<file path="src/design/fsw_pkg.sv">
package fsw_pkg;

    // field widths fixed by the sample and event formats
    localparam int unsigned FrameWidth   = 32;
    localparam int unsigned CountWidth   = 31;
    localparam int unsigned TimeWidth    = 40;
    localparam int unsigned ThreshWidth  = 32;

    // threshold after reset, in milliseconds
    localparam logic [ThreshWidth-1:0] ThreshReset = 32'd5000;

    // event kinds carried in the resumed field
    localparam logic EvStalled = 1'b0;
    localparam logic EvResumed = 1'b1;

    // one event as it leaves the decision logic
    typedef struct packed {
        logic                  resumed;
        logic [CountWidth-1:0] event_frame;
        logic [TimeWidth-1:0]  elapsed_ms;
    } result_t;

    // handshake between decision stage and result register
    typedef struct packed {
        logic    valid;
        result_t data;
    } result_req_t;

endpackage

</file>
<file path="src/design/frame_stall_watchdog.sv">
// channel   | direction | handshake           | payload
// sample    | in        | in_valid / in_stall  | frame_number, now_ms
// event     | out       | out_valid / out_stall| resumed, event_frame, elapsed_ms
// threshold | in        | cfg_write_en         | cfg_write_data
//
// one sample per cycle unless stalled; an event is registered after its sample is taken
// the sample register and the per-sample state update set that rate
// rst_n clears the handshake state and restores the 5000 ms threshold
// a stalled event register holds in_stall high only while a sample waits behind it
module frame_stall_watchdog (
    input  logic                                  clk,
    input  logic                                  rst_n,
    input  logic                                  in_valid,
    output logic                                  in_stall,
    input  logic signed [fsw_pkg::FrameWidth-1:0] frame_number,
    input  logic        [fsw_pkg::TimeWidth-1:0]  now_ms,
    input  logic                                  cfg_write_en,
    input  logic        [fsw_pkg::ThreshWidth-1:0] cfg_write_data,
    output logic                                  out_valid,
    input  logic                                  out_stall,
    output logic                                  resumed,
    output logic        [fsw_pkg::CountWidth-1:0] event_frame,
    output logic        [fsw_pkg::TimeWidth-1:0]  elapsed_ms
);

    fsw_pkg::result_req_t res;
    logic                 out_free;

    // sample register, watchdog state and event decision
    fsw_eval u_eval (
        .clk            (clk),
        .rst_n          (rst_n),
        .in_valid       (in_valid),
        .in_stall       (in_stall),
        .frame_number   (frame_number),
        .now_ms         (now_ms),
        .cfg_write_en   (cfg_write_en),
        .cfg_write_data (cfg_write_data),
        .out_free       (out_free),
        .res            (res)
    );

    // event register toward the consumer
    fsw_out u_out (
        .clk         (clk),
        .rst_n       (rst_n),
        .res         (res),
        .out_free    (out_free),
        .out_valid   (out_valid),
        .out_stall   (out_stall),
        .resumed     (resumed),
        .event_frame (event_frame),
        .elapsed_ms  (elapsed_ms)
    );

endmodule

</file>
<file path="src/design/fsw_eval.sv">
module fsw_eval (
    input  logic                                 clk,
    input  logic                                 rst_n,
    input  logic                                 in_valid,
    output logic                                 in_stall,
    input  logic signed [fsw_pkg::FrameWidth-1:0] frame_number,
    input  logic        [fsw_pkg::TimeWidth-1:0]  now_ms,
    input  logic                                 cfg_write_en,
    input  logic        [fsw_pkg::ThreshWidth-1:0] cfg_write_data,
    input  logic                                 out_free,
    output fsw_pkg::result_req_t                 res
);

    // sample register
    logic                               item_valid_reg;
    logic                               item_valid_next;
    logic [fsw_pkg::FrameWidth-1:0]     item_frame_reg;
    logic [fsw_pkg::TimeWidth-1:0]      item_now_reg;

    // watchdog state
    logic [fsw_pkg::ThreshWidth-1:0]    thresh_reg;
    logic                               armed_reg;
    logic                               armed_next;
    logic [fsw_pkg::CountWidth-1:0]     last_frame_reg;
    logic [fsw_pkg::CountWidth-1:0]     last_frame_next;
    logic [fsw_pkg::TimeWidth-1:0]      last_advance_reg;
    logic [fsw_pkg::TimeWidth-1:0]      last_advance_next;
    logic                               stalled_reg;
    logic                               stalled_next;

    logic                               consume;
    logic                               load;
    logic [fsw_pkg::CountWidth-1:0]     frame;
    logic [fsw_pkg::TimeWidth-1:0]      elapsed;
    logic                               over_thresh;

    // sample moves on whenever the result register can take an event
    assign consume  = item_valid_reg && out_free;
    assign in_stall = item_valid_reg && !out_free;
    assign load     = in_valid && !in_stall;

    assign item_valid_next = load ? 1'b1 : (consume ? 1'b0 : item_valid_reg);

    always_ff @(posedge clk or negedge rst_n)
    begin
        if (!rst_n)
        begin
            item_valid_reg <= 1'b0;
        end
        else
        begin
            item_valid_reg <= item_valid_next;
        end
    end

    always_ff @(posedge clk)
    begin
        if (load)
        begin
            item_frame_reg <= frame_number;
            item_now_reg   <= now_ms;
        end
    end

    // age of the current frame, wraps modulo 2^40
    assign frame       = item_frame_reg[fsw_pkg::CountWidth-1:0];
    assign elapsed     = item_now_reg - last_advance_reg;
    assign over_thresh = elapsed >= {{(fsw_pkg::TimeWidth-fsw_pkg::ThreshWidth){1'b0}}, thresh_reg};

    // decision and state update for one sample
    always_comb
    begin
        armed_next        = armed_reg;
        last_frame_next   = last_frame_reg;
        last_advance_next = last_advance_reg;
        stalled_next      = stalled_reg;
        res.valid            = 1'b0;
        res.data.resumed     = fsw_pkg::EvStalled;
        res.data.event_frame = frame;
        res.data.elapsed_ms  = elapsed;
        if (consume)
        begin
            if (item_frame_reg[fsw_pkg::FrameWidth-1])
            begin
                // negative frame disarms
                armed_next   = 1'b0;
                stalled_next = 1'b0;
            end
            else if (!armed_reg)
            begin
                armed_next        = 1'b1;
                last_frame_next   = frame;
                last_advance_next = item_now_reg;
            end
            else if (frame != last_frame_reg)
            begin
                last_frame_next   = frame;
                last_advance_next = item_now_reg;
                stalled_next      = 1'b0;
                res.valid         = stalled_reg;
                res.data.resumed  = fsw_pkg::EvResumed;
            end
            else if (!stalled_reg && over_thresh)
            begin
                stalled_next     = 1'b1;
                res.valid        = 1'b1;
                res.data.resumed = fsw_pkg::EvStalled;
            end
        end
    end

    always_ff @(posedge clk or negedge rst_n)
    begin
        if (!rst_n)
        begin
            thresh_reg       <= fsw_pkg::ThreshReset;
            armed_reg        <= 1'b0;
            last_frame_reg   <= '0;
            last_advance_reg <= '0;
            stalled_reg      <= 1'b0;
        end
        else
        begin
            if (cfg_write_en)
            begin
                thresh_reg <= cfg_write_data;
            end
            armed_reg        <= armed_next;
            last_frame_reg   <= last_frame_next;
            last_advance_reg <= last_advance_next;
            stalled_reg      <= stalled_next;
        end
    end

endmodule

</file>
<file path="src/design/fsw_out.sv">
module fsw_out (
    input  logic                            clk,
    input  logic                            rst_n,
    input  fsw_pkg::result_req_t            res,
    output logic                            out_free,
    output logic                            out_valid,
    input  logic                            out_stall,
    output logic                            resumed,
    output logic [fsw_pkg::CountWidth-1:0]  event_frame,
    output logic [fsw_pkg::TimeWidth-1:0]   elapsed_ms
);

    logic             out_valid_reg;
    logic             out_valid_next;
    fsw_pkg::result_t out_data_reg;

    // slot is free when empty or being taken this cycle
    assign out_free = !out_valid_reg || !out_stall;

    assign out_valid_next = res.valid ? 1'b1 : (out_stall ? out_valid_reg : 1'b0);

    always_ff @(posedge clk or negedge rst_n)
    begin
        if (!rst_n)
        begin
            out_valid_reg <= 1'b0;
        end
        else
        begin
            out_valid_reg <= out_valid_next;
        end
    end

    // event payload, loaded only into a free slot
    always_ff @(posedge clk)
    begin
        if (res.valid)
        begin
            out_data_reg <= res.data;
        end
    end

    assign out_valid   = out_valid_reg;
    assign resumed     = out_data_reg.resumed;
    assign event_frame = out_data_reg.event_frame;
    assign elapsed_ms  = out_data_reg.elapsed_ms;

endmodule

</file>
<file path="config.mk">
export PLATFORM = sky130hd
export DESIGN_NAME = frame_stall_watchdog
export DESIGN_NICKNAME = d
export VERILOG_FILES = /design/src/design/fsw_pkg.sv /design/src/design/frame_stall_watchdog.sv /design/src/design/fsw_eval.sv /design/src/design/fsw_out.sv
export SDC_FILE = /design/constraint.sdc
export NUM_CORES = 1
export LEC_CHECK = 0
export BUFFER_PORTS_ARGS = -buffer_cell sky130_fd_sc_hd__buf_2
export CAP_MARGIN = 0
export CORE_MARGIN = 1
export CORE_UTILIZATION = 60
export CTS_BUF_LIST = sky130_fd_sc_hd__clkbuf_4
export DETAILED_ROUTE_END_ITERATION = 10
export GPL_TIMING_DRIVEN = 1
export PLACE_DENSITY = 0.89
export SKIP_CTS_REPAIR_TIMING = 1
export SYNTH_ARGS = -nofsm -noshare
export SYNTH_HDL_FRONTEND = slang
export SYNTH_SLANG_ARGS = --single-unit
</file>
<file path="constraint.sdc">
create_clock -name clk -period 13.4 [get_ports clk]
set_clock_uncertainty 0.1 [all_clocks]
set_input_delay 0.67 -clock clk [delete_from_list [all_inputs] [get_ports clk]]
set_output_delay 0.67 -clock clk [all_outputs]
set_load 0.02 [all_outputs]
</file>
==> reports/qor.txt <==
CP Launch Type = flip-flop
die footprint = 20200 µm²
HP Class = primary input to flip-flop
worst-margin pin slew = 1080 ps
Post-Syn Area = 11800 µm²
Port Buffer Count = 182
GR Util met2 = 43.6%
RSZ-0062 raised after global routing = false
crit-path max FO = 72
max-cap violation count = 0
ANT nets after route = 0
Max Fclk = 0.161 GHz
area of the multi-input gates = 4350 µm²
hpwl dp = 17400 µm
register area = 7010 µm²
CTS tree = done
Pins Over Slew Limit = 0
Yosys reg bits = 251
P_int = 1.52 mW
grt met3 use = 5.82%
clock slew at reported path FFs = 60 ps
Sw Pwr = 640 µW
Synth area leader = edfxtp_1
Max-slew headroom = 27.9%
EDFF count, synth = 144
Core Rows = 50
Final Cycle Share = 46.2%
H-tree depth = 3
die span in y = 142 µm
post-detailed-route wirelength per cell = 16.2 µm
fin util = 73.4%
Finished Cell Area = 13900 µm²
fill count = 1352
Worst Path Required = 13460 ps
WS Path Type = flip-flop to flip-flop
area delta synth->final = 17.9%
Total Wirelength = 24900 µm
Clk pwr share = 34.0%
Vias = 8350
TNS Setup = 0 ps
status = finished clean
Final Wtd Congestion = 0.914
Main synth FF type = edfxtp_1
total grt overflow = 0
Tot GR Track Use = 25.6%
sequential power share = 42.8%
Pwr per Cell Area = 156 nW/µm²
met1 Usage GRT = 31.7%
Core ar. = 19000 µm²
register area share after synthesis = 59.4%
top cells by area, synth = edfxtp_1 37%, dfrtp_1 22%, ha_1 7.5%
Worst EP arrival = 6250 ps
Synth cell types = 62
layout cell share with drive strength beyond 1 = 28.1%
Die Width = 142 µm
maximum vdd drop = 0.0000985 V
Initial Util = 62.2%
vias per inst = 5.43
Yosys top cell area share = 36.7%
CP Capture Type = flip-flop
number of global-route vias before repair = 8430
largest net degree at the start of global routing = 110
Sw Share = 29.6%
Post-Syn Instances = 1002
Avg Cell Area, Syn = 11.8 µm²
Logic pwr share = 23.2%
Yosys Warn Count = 0
Num CTS Buffers = 67
Root Driver = clkbuf_4
Lkg Pwr = 6.05 nW
first-pass GRT wire length = 40000 µm
top-count cell post-synth = edfxtp_1
initial antenna violation count = 1
nets = 1404
DRC Markers = 0
Final Hold Viols = 0
clock latency on the worst-skew pair = 680 ps
Ports = 183
CTS sink cnt = 251
First DRT Iteration DRCs = 453
synth cell count leaders = 144 x edfxtp_1, 116 x nand2_1, 102 x dfrtp_1
worst-case clock buffer depth = 3
drt pass-1 iters = 5
setup violators final = 0
Post-Syn Nets = 1183
GR peak layer = met2
Area after DPL = 12900 µm²
Period minus WS final = 6190 ps
FFs w/ async S/R, synth = 42.6%
-- layout make-up --
class                   count  share of cell area, %
flip-flops and latches    251                   50.4
multi-input cells         634                   31.3
repair buffers            185                   6.75
clock buffers             113                   6.10
well taps                 260                   2.34
inverters                  84                   2.27
clock inverters            11                  0.846
diodes                      1                 0.0180
-- kinds of logic after synthesis --
group           synth area share [%]
flops                           59.4
fa+ha+maj                       7.70
buf+inv                         3.84
mux                             3.25
simple gates                    9.18
xor+xnor                        4.83
compound gates                  11.8
-- power groups by stage --
stage / clock (mW) / combinational [mW] / sequential (mW)
floorplan: 0 / 0.367 / 0.932
global placement: 0 / 0.474 / 0.936
detailed placement: 0 / 0.497 / 0.940
CTS: 0.755 / 0.500 / 0.925
global route: 0.794 / 0.564 / 0.931
finish: 0.736 / 0.503 / 0.926
-- routing by layer --
layer  part of all wire (%)  up-vias  routed length [µm]
met5                      0        -                   0
li1                       -     4041                   -
met2                     50      265               12500
met4                    2.1        0                 527
met1                     42     3987               10500
met3                    5.3       57                1330
-- layout by cell type, fill, tap and decap left out, types with 9 or more instances in the layout --
| cell type | instances |
|---|---|
| a21o_1 | 16 |
| a21oi_1 | 56 |
| buf_2 | 181 |
| clkbuf_4 | 113 |
| dfrtp_1 | 102 |
| edfxtp_1 | 144 |
| ha_1 | 71 |
| inv_1 | 84 |
| mux2_2 | 34 |
| nand2_1 | 115 |
| nand2b_1 | 13 |
| nand3_1 | 11 |
| nand4_1 | 17 |
| nor2_1 | 32 |
| nor3_1 | 9 |
| nor4_1 | 9 |
| o21ai_0 | 98 |
| o21ai_1 | 10 |
| xnor2_1 | 40 |
| xor2_1 | 25 |
-- critical path, stage by stage, from the launching register on --
cell,delay [ps]
dfrtp_1,380
ha_1,230
fa_1,410
nor2b_1,220
o2111a_1,240
o21ai_1,110
a21oi_1,300
nor2_1,120
nor2_1,120
nor2_1,70
o21ai_0,220
a21oi_1,110
xnor2_1,160
ha_1,200
a21o_1,160
a21o_1,170
a21oi_1,140
nor2_1,50
a2111oi_0,310
o21ai_0,140
a211oi_1,350
or4bb_4,600
o21ai_2,190
nand2_4,540
-- path summary, 6_finish.rpt --
kind                                                         from                                       to  slack, ps  cells after the start
setup / recovery           u_eval.last_advance_reg[0]$_DFFE_PN0P_           u_out.elapsed_ms[17]$_DFFE_PP_       7210                     23
hold / removal                                          now_ms[2]         u_eval.item_now_reg[2]$_DFFE_PP_         70                      1
setup reg to reg           u_eval.last_advance_reg[0]$_DFFE_PN0P_           u_out.elapsed_ms[17]$_DFFE_PP_       7210                     23
hold reg to reg                 u_eval.item_now_reg[19]$_DFFE_PP_  u_eval.last_advance_reg[19]$_DFFE_PN0P_        380                      2
max in group asynchronous                                   rst_n  u_eval.last_advance_reg[17]$_DFFE_PN0P_      11480                      3
min in group asynchronous                                   rst_n        u_eval.thresh_reg[26]$_DFFE_PN0P_        480                      2
-- through the flow --
| stage | hold slack, ps | total power [mW] | cells | worst slack (ps) |
|---|---|---|---|---|
| floorplan | 274 | 1.30 | 1002 | 7150 |
| global placement | 368 | 1.41 | 1413 | 7490 |
| detailed placement | 373 | 1.44 | 1413 | 7320 |
| CTS | -69.6 | 2.18 | 1537 | 7210 |
| global route | 5.55 | 2.29 | 1539 | 6740 |
| finish | 65.2 | 2.16 | 1539 | 7210 |
Note: power is estimated with default switching activity, not from simulation.
